--- src/rtl/hsv2rgb_pkg.sv ---
// Package for the HSV to RGB converter: shared types, fixed constants and
// the hue split function. No dependencies.
package hsv2rgb_pkg;

    typedef logic [7:0]  t_chan;
    typedef logic [2:0]  t_sector;
    typedef logic [4:0]  t_frac;
    typedef logic [12:0] t_term;   // numerator factor, up to Denom
    typedef logic [20:0] t_prod;   // brightness times numerator factor

    typedef struct packed {
        t_sector sector;
        t_frac   frac;
    } t_hue_split;

    localparam logic [7:0]  HueWrap    = 8'd180;
    localparam logic [4:0]  SectorSpan = 5'd30;
    localparam logic [12:0] Denom      = 13'd7650;
    // floor(x / 7650) == (x * RecipMul) >> RecipShift for every x below 2**21.
    localparam logic [21:0] RecipMul   = 22'd2245735;
    localparam int          RecipShift = 34;
    localparam int          RecipWidth = 43;

    // Splits a hue code into its 60-degree sector and the remainder within it.
    // Codes past the circle count as hue zero.
    function automatic t_hue_split split_hue(input logic [7:0] hue);
        t_hue_split res;
        logic [7:0] base;
        res.sector = 3'd0;
        base       = 8'd0;
        if (hue >= HueWrap) begin
            res.sector = 3'd0;
            base       = hue;
        end else if (hue >= 8'd150) begin
            res.sector = 3'd5;
            base       = 8'd150;
        end else if (hue >= 8'd120) begin
            res.sector = 3'd4;
            base       = 8'd120;
        end else if (hue >= 8'd90) begin
            res.sector = 3'd3;
            base       = 8'd90;
        end else if (hue >= 8'd60) begin
            res.sector = 3'd2;
            base       = 8'd60;
        end else if (hue >= 8'd30) begin
            res.sector = 3'd1;
            base       = 8'd30;
        end
        res.frac = 5'(hue - base);
        return res;
    endfunction

endpackage

--- src/rtl/hsv2rgb_if.sv ---
// Handshake channel interfaces for the HSV to RGB converter.
// Depends on hsv2rgb_pkg for the payload types.
interface hsv2rgb_pix_if;
    logic                valid;
    logic                ready;
    hsv2rgb_pkg::t_chan  hue;
    hsv2rgb_pkg::t_chan  saturation;
    hsv2rgb_pkg::t_chan  brightness;

    modport source (output valid, output hue, output saturation, output brightness,
                    input ready);
    modport sink   (input valid, input hue, input saturation, input brightness,
                    output ready);
endinterface

interface hsv2rgb_rgb_if;
    logic                valid;
    logic                ready;
    hsv2rgb_pkg::t_chan  red;
    hsv2rgb_pkg::t_chan  green;
    hsv2rgb_pkg::t_chan  blue;
    logic [15:0]         packed_565;

    modport source (output valid, output red, output green, output blue,
                    output packed_565, input ready);
    modport sink   (input valid, input red, input green, input blue,
                    input packed_565, output ready);
endinterface

--- src/rtl/hsv_to_rgb_converter_top.sv ---
// Five-stage HSV to RGB888/RGB565 converter.
// Depends on hsv2rgb_pkg and the channel interfaces in hsv2rgb_if.sv.
//
// Usage:
//   i_pix carries one HSV pixel per transaction (hue in 2-degree steps,
//   saturation and brightness as 8-bit codes). o_rgb returns one RGB
//   transaction per pixel, in order: red, green, blue and the RGB565 word.
//   Throughput is one pixel per cycle while the receiver is ready.
//   Stage 1 splits the hue into sector and remainder, stage 2 forms the
//   three numerator factors, stage 3 multiplies them by brightness,
//   stage 4 divides by 7650 through a reciprocal multiply, and stage 5
//   selects the channels per sector and packs the RGB565 word.
//   Each stage holds its own valid bit and moves whenever the stage after
//   it is empty or moving, so bubbles close up while the output waits.
//   When the receiver stalls, the output holds its transaction and the
//   pipeline keeps taking pixels until all five stages are full; then
//   i_pix.ready drops.
//   Reset (synchronous, active low) empties all stages; no output is
//   presented until new pixels arrive.
module hsv_to_rgb_converter_top (
    input  logic                 i_clk,
    input  logic                 i_rst_n,
    hsv2rgb_pix_if.sink          i_pix,
    hsv2rgb_rgb_if.source        o_rgb
);

    logic [5:1] r_vld;
    logic [5:1] en;

    // Stage 1 registers
    hsv2rgb_pkg::t_sector r1_sector;
    hsv2rgb_pkg::t_frac   r1_frac;
    hsv2rgb_pkg::t_chan   r1_sat;
    hsv2rgb_pkg::t_chan   r1_val;
    hsv2rgb_pkg::t_hue_split n1_split;

    // Stage 2 registers
    hsv2rgb_pkg::t_sector r2_sector;
    hsv2rgb_pkg::t_chan   r2_val;
    hsv2rgb_pkg::t_term   r2_ap, r2_aq, r2_at;
    hsv2rgb_pkg::t_term   n2_ap, n2_aq, n2_at;

    // Stage 3 registers
    hsv2rgb_pkg::t_sector r3_sector;
    hsv2rgb_pkg::t_chan   r3_val;
    hsv2rgb_pkg::t_prod   r3_pp, r3_pq, r3_pt;

    // Stage 4 registers
    hsv2rgb_pkg::t_sector r4_sector;
    hsv2rgb_pkg::t_chan   r4_val;
    hsv2rgb_pkg::t_chan   r4_p, r4_q, r4_t;
    logic [hsv2rgb_pkg::RecipWidth-1:0] n4_fp, n4_fq, n4_ft;

    // Stage 5 (output) registers
    hsv2rgb_pkg::t_chan   r5_red, r5_green, r5_blue;
    hsv2rgb_pkg::t_chan   n5_red, n5_green, n5_blue;

    // A stage advances when it is empty or the stage after it advances.
    always_comb begin
        en[5] = !r_vld[5] || o_rgb.ready;
        en[4] = !r_vld[4] || en[5];
        en[3] = !r_vld[3] || en[4];
        en[2] = !r_vld[2] || en[3];
        en[1] = !r_vld[1] || en[2];
    end

    assign i_pix.ready = en[1];

    always_ff @(posedge i_clk) begin
        if (!i_rst_n) begin
            r_vld <= '0;
        end else begin
            if (en[1]) r_vld[1] <= i_pix.valid;
            if (en[2]) r_vld[2] <= r_vld[1];
            if (en[3]) r_vld[3] <= r_vld[2];
            if (en[4]) r_vld[4] <= r_vld[3];
            if (en[5]) r_vld[5] <= r_vld[4];
        end
    end

    // Stage 1: sector and remainder.
    assign n1_split = hsv2rgb_pkg::split_hue(i_pix.hue);

    always_ff @(posedge i_clk) begin
        if (en[1]) begin
            r1_sector <= n1_split.sector;
            r1_frac   <= n1_split.frac;
            r1_sat    <= i_pix.saturation;
            r1_val    <= i_pix.brightness;
        end
    end

    // Stage 2: numerator factors Denom - 30*s, Denom - s*f, Denom - s*(30-f).
    always_comb begin
        n2_ap = hsv2rgb_pkg::Denom
              - 13'(13'(r1_sat) * 13'(hsv2rgb_pkg::SectorSpan));
        n2_aq = hsv2rgb_pkg::Denom - 13'(13'(r1_sat) * 13'(r1_frac));
        n2_at = hsv2rgb_pkg::Denom
              - 13'(13'(r1_sat) * 13'(hsv2rgb_pkg::SectorSpan - r1_frac));
    end

    always_ff @(posedge i_clk) begin
        if (en[2]) begin
            r2_sector <= r1_sector;
            r2_val    <= r1_val;
            r2_ap     <= n2_ap;
            r2_aq     <= n2_aq;
            r2_at     <= n2_at;
        end
    end

    // Stage 3: scale by brightness. Products stay below 255 * 7650 < 2**21.
    always_ff @(posedge i_clk) begin
        if (en[3]) begin
            r3_sector <= r2_sector;
            r3_val    <= r2_val;
            r3_pp     <= 21'(r2_val) * 21'(r2_ap);
            r3_pq     <= 21'(r2_val) * 21'(r2_aq);
            r3_pt     <= 21'(r2_val) * 21'(r2_at);
        end
    end

    // Stage 4: exact floor division by 7650 through the reciprocal constant.
    always_comb begin
        n4_fp = hsv2rgb_pkg::RecipWidth'(r3_pp) * hsv2rgb_pkg::RecipWidth'(hsv2rgb_pkg::RecipMul);
        n4_fq = hsv2rgb_pkg::RecipWidth'(r3_pq) * hsv2rgb_pkg::RecipWidth'(hsv2rgb_pkg::RecipMul);
        n4_ft = hsv2rgb_pkg::RecipWidth'(r3_pt) * hsv2rgb_pkg::RecipWidth'(hsv2rgb_pkg::RecipMul);
    end

    always_ff @(posedge i_clk) begin
        if (en[4]) begin
            r4_sector <= r3_sector;
            r4_val    <= r3_val;
            r4_p      <= n4_fp[hsv2rgb_pkg::RecipShift +: 8];
            r4_q      <= n4_fq[hsv2rgb_pkg::RecipShift +: 8];
            r4_t      <= n4_ft[hsv2rgb_pkg::RecipShift +: 8];
        end
    end

    // Stage 5: channel selection per sector. Zero saturation needs no special
    // case, since every term then equals the brightness.
    always_comb begin
        case (r4_sector)
            3'd0: begin
                n5_red = r4_val; n5_green = r4_t;   n5_blue = r4_p;
            end
            3'd1: begin
                n5_red = r4_q;   n5_green = r4_val; n5_blue = r4_p;
            end
            3'd2: begin
                n5_red = r4_p;   n5_green = r4_val; n5_blue = r4_t;
            end
            3'd3: begin
                n5_red = r4_p;   n5_green = r4_q;   n5_blue = r4_val;
            end
            3'd4: begin
                n5_red = r4_t;   n5_green = r4_p;   n5_blue = r4_val;
            end
            default: begin
                n5_red = r4_val; n5_green = r4_p;   n5_blue = r4_q;
            end
        endcase
    end

    always_ff @(posedge i_clk) begin
        if (en[5]) begin
            r5_red   <= n5_red;
            r5_green <= n5_green;
            r5_blue  <= n5_blue;
        end
    end

    assign o_rgb.valid      = r_vld[5];
    assign o_rgb.red        = r5_red;
    assign o_rgb.green      = r5_green;
    assign o_rgb.blue       = r5_blue;
    assign o_rgb.packed_565 = {r5_red[7:3], r5_green[7:2], r5_blue[7:3]};

    // An accepted pixel always lands in the first stage.
    a_accept_fills: assert property (@(posedge i_clk) disable iff (!i_rst_n)
        i_pix.valid && i_pix.ready |=> r_vld[1])
        else $error("accepted pixel did not enter stage 1");

    // A waiting result is never dropped.
    a_result_held: assert property (@(posedge i_clk) disable iff (!i_rst_n)
        r_vld[5] && !o_rgb.ready |=> r_vld[5])
        else $error("stalled result was lost");

    // A full stage 4 moves into an empty output stage.
    a_bubble_closes: assert property (@(posedge i_clk) disable iff (!i_rst_n)
        r_vld[4] && !r_vld[5] |=> r_vld[5])
        else $error("output stage stayed empty behind a full stage");

    // Input may only stall when every stage holds a pixel.
    a_stall_full: assert property (@(posedge i_clk) disable iff (!i_rst_n)
        !i_pix.ready |-> (r_vld == 5'b11111) && !o_rgb.ready)
        else $error("input stalled with room in the pipeline");

endmodule

--- src/flat_wrapper.sv ---
// flat-port wrapper written by rule: the top's interface ports become plain ports
module hsv_to_rgb_converter_top_flat 
  (i_clk, i_rst_n, i_pix_valid, i_pix_hue, i_pix_saturation, i_pix_brightness, i_pix_ready, o_rgb_valid, o_rgb_red, o_rgb_green, o_rgb_blue, o_rgb_packed_565, o_rgb_ready);
  hsv2rgb_pix_if i_pix_i ();
  hsv2rgb_rgb_if o_rgb_i ();
  input  logic i_clk;
  input  logic i_rst_n;
  input wire logic [$bits(i_pix_i.valid)-1:0] i_pix_valid;
  input wire logic [$bits(i_pix_i.hue)-1:0] i_pix_hue;
  input wire logic [$bits(i_pix_i.saturation)-1:0] i_pix_saturation;
  input wire logic [$bits(i_pix_i.brightness)-1:0] i_pix_brightness;
  output wire logic [$bits(i_pix_i.ready)-1:0] i_pix_ready;
  output wire logic [$bits(o_rgb_i.valid)-1:0] o_rgb_valid;
  output wire logic [$bits(o_rgb_i.red)-1:0] o_rgb_red;
  output wire logic [$bits(o_rgb_i.green)-1:0] o_rgb_green;
  output wire logic [$bits(o_rgb_i.blue)-1:0] o_rgb_blue;
  output wire logic [$bits(o_rgb_i.packed_565)-1:0] o_rgb_packed_565;
  input wire logic [$bits(o_rgb_i.ready)-1:0] o_rgb_ready;
  assign i_pix_i.valid = i_pix_valid;
  assign i_pix_i.hue = i_pix_hue;
  assign i_pix_i.saturation = i_pix_saturation;
  assign i_pix_i.brightness = i_pix_brightness;
  assign i_pix_ready = i_pix_i.ready;
  assign o_rgb_valid = o_rgb_i.valid;
  assign o_rgb_red = o_rgb_i.red;
  assign o_rgb_green = o_rgb_i.green;
  assign o_rgb_blue = o_rgb_i.blue;
  assign o_rgb_packed_565 = o_rgb_i.packed_565;
  assign o_rgb_i.ready = o_rgb_ready;
  hsv_to_rgb_converter_top u_core (.i_clk(i_clk), .i_rst_n(i_rst_n), .i_pix(i_pix_i), .o_rgb(o_rgb_i));
endmodule
--- config.mk ---
export PLATFORM = sky130hd
export DESIGN_NAME = hsv_to_rgb_converter_top_flat
export DESIGN_NICKNAME = d
export VERILOG_FILES = /design/src/rtl/hsv2rgb_pkg.sv /design/src/rtl/hsv2rgb_if.sv /design/src/rtl/hsv_to_rgb_converter_top.sv /design/src/flat_wrapper.sv
export SDC_FILE = /design/constraint.sdc
export NUM_CORES = 2
export LEC_CHECK = 0
export BUFFER_PORTS_ARGS = -buffer_cell sky130_fd_sc_hd__buf_2
export CELL_PAD_IN_SITES_DETAIL_PLACEMENT = 0
export CELL_PAD_IN_SITES_GLOBAL_PLACEMENT = 1
export CORE_UTILIZATION = 50
export CTS_BUF_LIST = sky130_fd_sc_hd__clkbuf_2
export DETAILED_ROUTE_END_ITERATION = 12
export GPL_TIMING_DRIVEN = 0
export PLACE_DENSITY_LB_ADDON = 0.1
export SLEW_MARGIN = 20
export SYNTH_ARGS = -nofsm -noshare
export SYNTH_HDL_FRONTEND = slang
export SYNTH_SLANG_ARGS = --single-unit
--- constraint.sdc ---
create_clock -name i_clk -period 16.95 [get_ports i_clk]
set_input_delay 3.39 -clock i_clk [delete_from_list [all_inputs] [get_ports i_clk]]
set_output_delay 3.39 -clock i_clk [all_outputs]
set_load 0.1 [all_outputs]
==> summary.md <==
| Metric | Value |
|---|---|
| Routability cong. | 0.876 |
| RSZ-0062 raised after global routing | no |
| Cts hold-fix bufs | 0 |
| Top delay family on crit path | simple AND/OR/NAND/NOR gates |
| Core footprint | 76300 um^2 |
| Worst-Skew Late Latency | roughly 1.1 ns |
| Period utilization | between 50 and 60% |
| GRT overflow | 0 |
| CTS max path bufs | 3 |
| H-tree levels | 2 |
| Fmax | ~120 MHz |
| Synth-to-Final Area Change | 5.94% |
| Seq/Total Area, Yosys | 16.0% |
| Top cell type's share of synthesized area | 29.8% |
| Worst Setup End Kind | output pin |
| Syn Nets | slightly above 5k |
| Routed WL | 81700 um |
| Warnings from Yosys | 0 |
| WL per Instance | approximately 16 um |
| Routed vias | 24.8k |
| Count of input and output buffers | 68 |
| CTS tree | yes |
| Critical path depth | 6 |
| Launch point of the worst path | o_rgb_ready |
| CP dominant cell by count | buf_2 |
| Max Clock Skew | 0.152 ns |
| Seq cells post-synth | 208 |
| Initial antenna violation count | 3 |
| Synth Area per Inst | 10.2 um^2 |
| TritonCTS buffer count | 58 |
| # DRC | 0 |
| Post-synth EDFFs | between 200 and 250 |
| # fillers | 7054 |
| Crit-path max FO | 21 |
| Critical Path RT | 13.56 ns |
| Critical path buffers and inverters | 3 |
| Synthesized area | a little under 40000 um^2 |
| Final setup fails | 0 |
| Critical path class | in2out |
| Main synth FF type | edfxtp_1 |
| CTS resizes | 0 |
| Final slew viol count | 0 |
| Final Hold Viols | 0 |
| Minimum clock period | 8.55 ns |
| R2r setup slk | 9.54 ns |
| Largest net degree at the start of global routing | 52 |
| Die area | 78500 um^2 |
| Critical Path End | i_pix_ready |
| Worst r2r dst | u_core.r4_t[6] |
| First-pass GRT wire length | 136000 um |
| HPWL after detailed placement | 70500 um |
| Worst path arrival time | 5.16 ns |
| MaxCap Viol Count | 0 |
| CTS Sinks | between 200 and 250 |
| First-pass iteration count of the detailed router | 5 |
| FP Rows | 101 |
| Yosys cell types | 69 |
| Async S/R FF share, synth | 0% |
| Detailed Route Iter0 Violations | 982 |
| # nets final | about 5.3k |
| Reg clk slew, reported paths | 0.10 ns |
| Initial Utilization | 50.7% |
| Die W | 280 um |
| Die H | 280 um |
| TNS Setup | 0 ns |
| Most frequent cells in the layout | 970 x inv_1, 797 x ha_1, 576 x fa_1 |
| Slew HR | 31.2% |
| Post-CTS Setup Bufs | 0 |
| Layout cells sized above 1 | about 5.7% |
| R2R depth | 21 |
| Reg2Reg Launch Point | u_core.r3_pt[10] |
| Max stage delay cell, worst path | and3_1 |
| Worst Setup Start Kind | primary input |
| Area taken by multi-input logic gates | ~29000 um^2 |
| Root buffer selected by CTS | clkbuf_2 |
| Routed Antenna Nets | 0 |
| CP Cell Sequence | buf_2 > nor2b_1 > and3_1 > nand3_2 > buf_12 > buf_2 |
| Status | completed |
| Hold Path Class | reg2reg |
| Post-synth top area cell | fa_1 |
| Vias in the first global route | 26.0k |
| Vias/cell | 4.96 |
| Slowest stage delay, CP | 0.42 ns |
| Most common cell after layout, fill and taps aside | inv_1 |
| Sequential Area | 6200 um^2 |
| Gate count of the mapped netlist | 3785 |
| IO Count | 70 |
| Worst slew pin tran | 1.01 ns |
| Total track usage | 22.1% |
| Largest cells by area after synthesis | fa_1 30%, ha_1 26%, edfxtp_1 16% |
## Yosys cell counts (12+ instances only)
cell / count
inv_1: 971
ha_1: 797
fa_1: 576
nand2_1: 219
edfxtp_1: 203
and2_1: 200
a21oi_1: 103
nor2_1: 83
xnor2_1: 80
clkbuf_1: 58
o21ai_0: 46
a21o_1: 44
xor2_1: 36
nor2b_1: 31
nand3_1: 29
nor3_1: 27
a211oi_1: 23
mux2_2: 22
mux2i_1: 19
o21a_1: 18
o22ai_1: 17
buf_4: 16
and3_1: 14
nand4_1: 12
## sequential cells by signal, indices dropped and copies added, names as in the netlist, 12 cells and up
name / flops
u_core.r2_aq: 12
u_core.r2_at: 13
u_core.r3_pq: 20
u_core.r3_pp: 20
u_core.r3_pt: 21
u_core.r2_ap: 12
## stage by stage
stage                     cell area (um^2)  setup WS (ns)  util, %  cells  hold WS (ns)
after floorplan                      38700           8.41        -   3785         0.400
after global placement               40300           7.54     52.9   4883         0.400
after detailed placement             40500           8.41     53.0   4887         0.405
after CTS                            41000           8.39     53.7   4988         0.327
after global routing                 41000           8.30     53.7   4989         0.350
final                                41000           8.40     53.7   4990         0.350
## layout make-up
| class | count | share of cell area (%) |
|---|---|---|
| plain buffers | 78 | 0.860 |
| well taps | 1030 | 3.14 |
| repair buffers | 72 | 1.06 |
| multi-input cells | 2527 | 69.6 |
| flip-flops and latches | 208 | 15.1 |
| diodes | 2 | 0.0122 |
| clock buffers | 78 | 0.952 |
| clock inverters | 23 | 0.400 |
| inverters | 972 | 8.90 |
## cell families after synthesis
family                     synth area share [%]
other                                   0.00969
AOI/OAI and AO/OA                          5.83
DFF                                        16.0
muxes                                      1.13
buffers and inverters                      10.3
and+or+nand+nor                            8.49
xor gates and xnor gates                   2.62
adders and majority gates                  55.6
## worst min-delay path by stage
stage | depth (start not counted) | endpoint | slack, ns | from
global placement | 0 | u_core.r3_sector[1] | 0.40 | u_core.r2_sector[1]
CTS | 0 | u_core.r4_val[3] | 0.33 | u_core.r3_val[3]
detailed placement | 0 | u_core.r2_sector[0] | 0.40 | u_core.r1_sector[0]
floorplan | 0 | u_core.r2_sector[0] | 0.40 | u_core.r1_sector[0]
global route | 0 | u_core.r4_val[3] | 0.35 | u_core.r3_val[3]
finish | 0 | u_core.r4_val[3] | 0.35 | u_core.r3_val[3]
## metal layers
| layer | global-route usage (%) | vias up | share of wire, % | routed length, um |
|---|---|---|---|---|
| li1 | - | 12300 | - | - |
| met1 | 33.3 | 12100 | 51 | 42100 |
| met2 | 34.6 | 307 | 44 | 35700 |
| met3 | 2.31 | 74 | 3.4 | 2770 |
| met4 | 4.08 | 0 | 1.5 | 1210 |
| met5 | 0 | - | 0 | 0 |
Power is left out: the tool's default activity adds up to more than one toggle a clock period on the data nets, which glitch-free logic cannot reach.
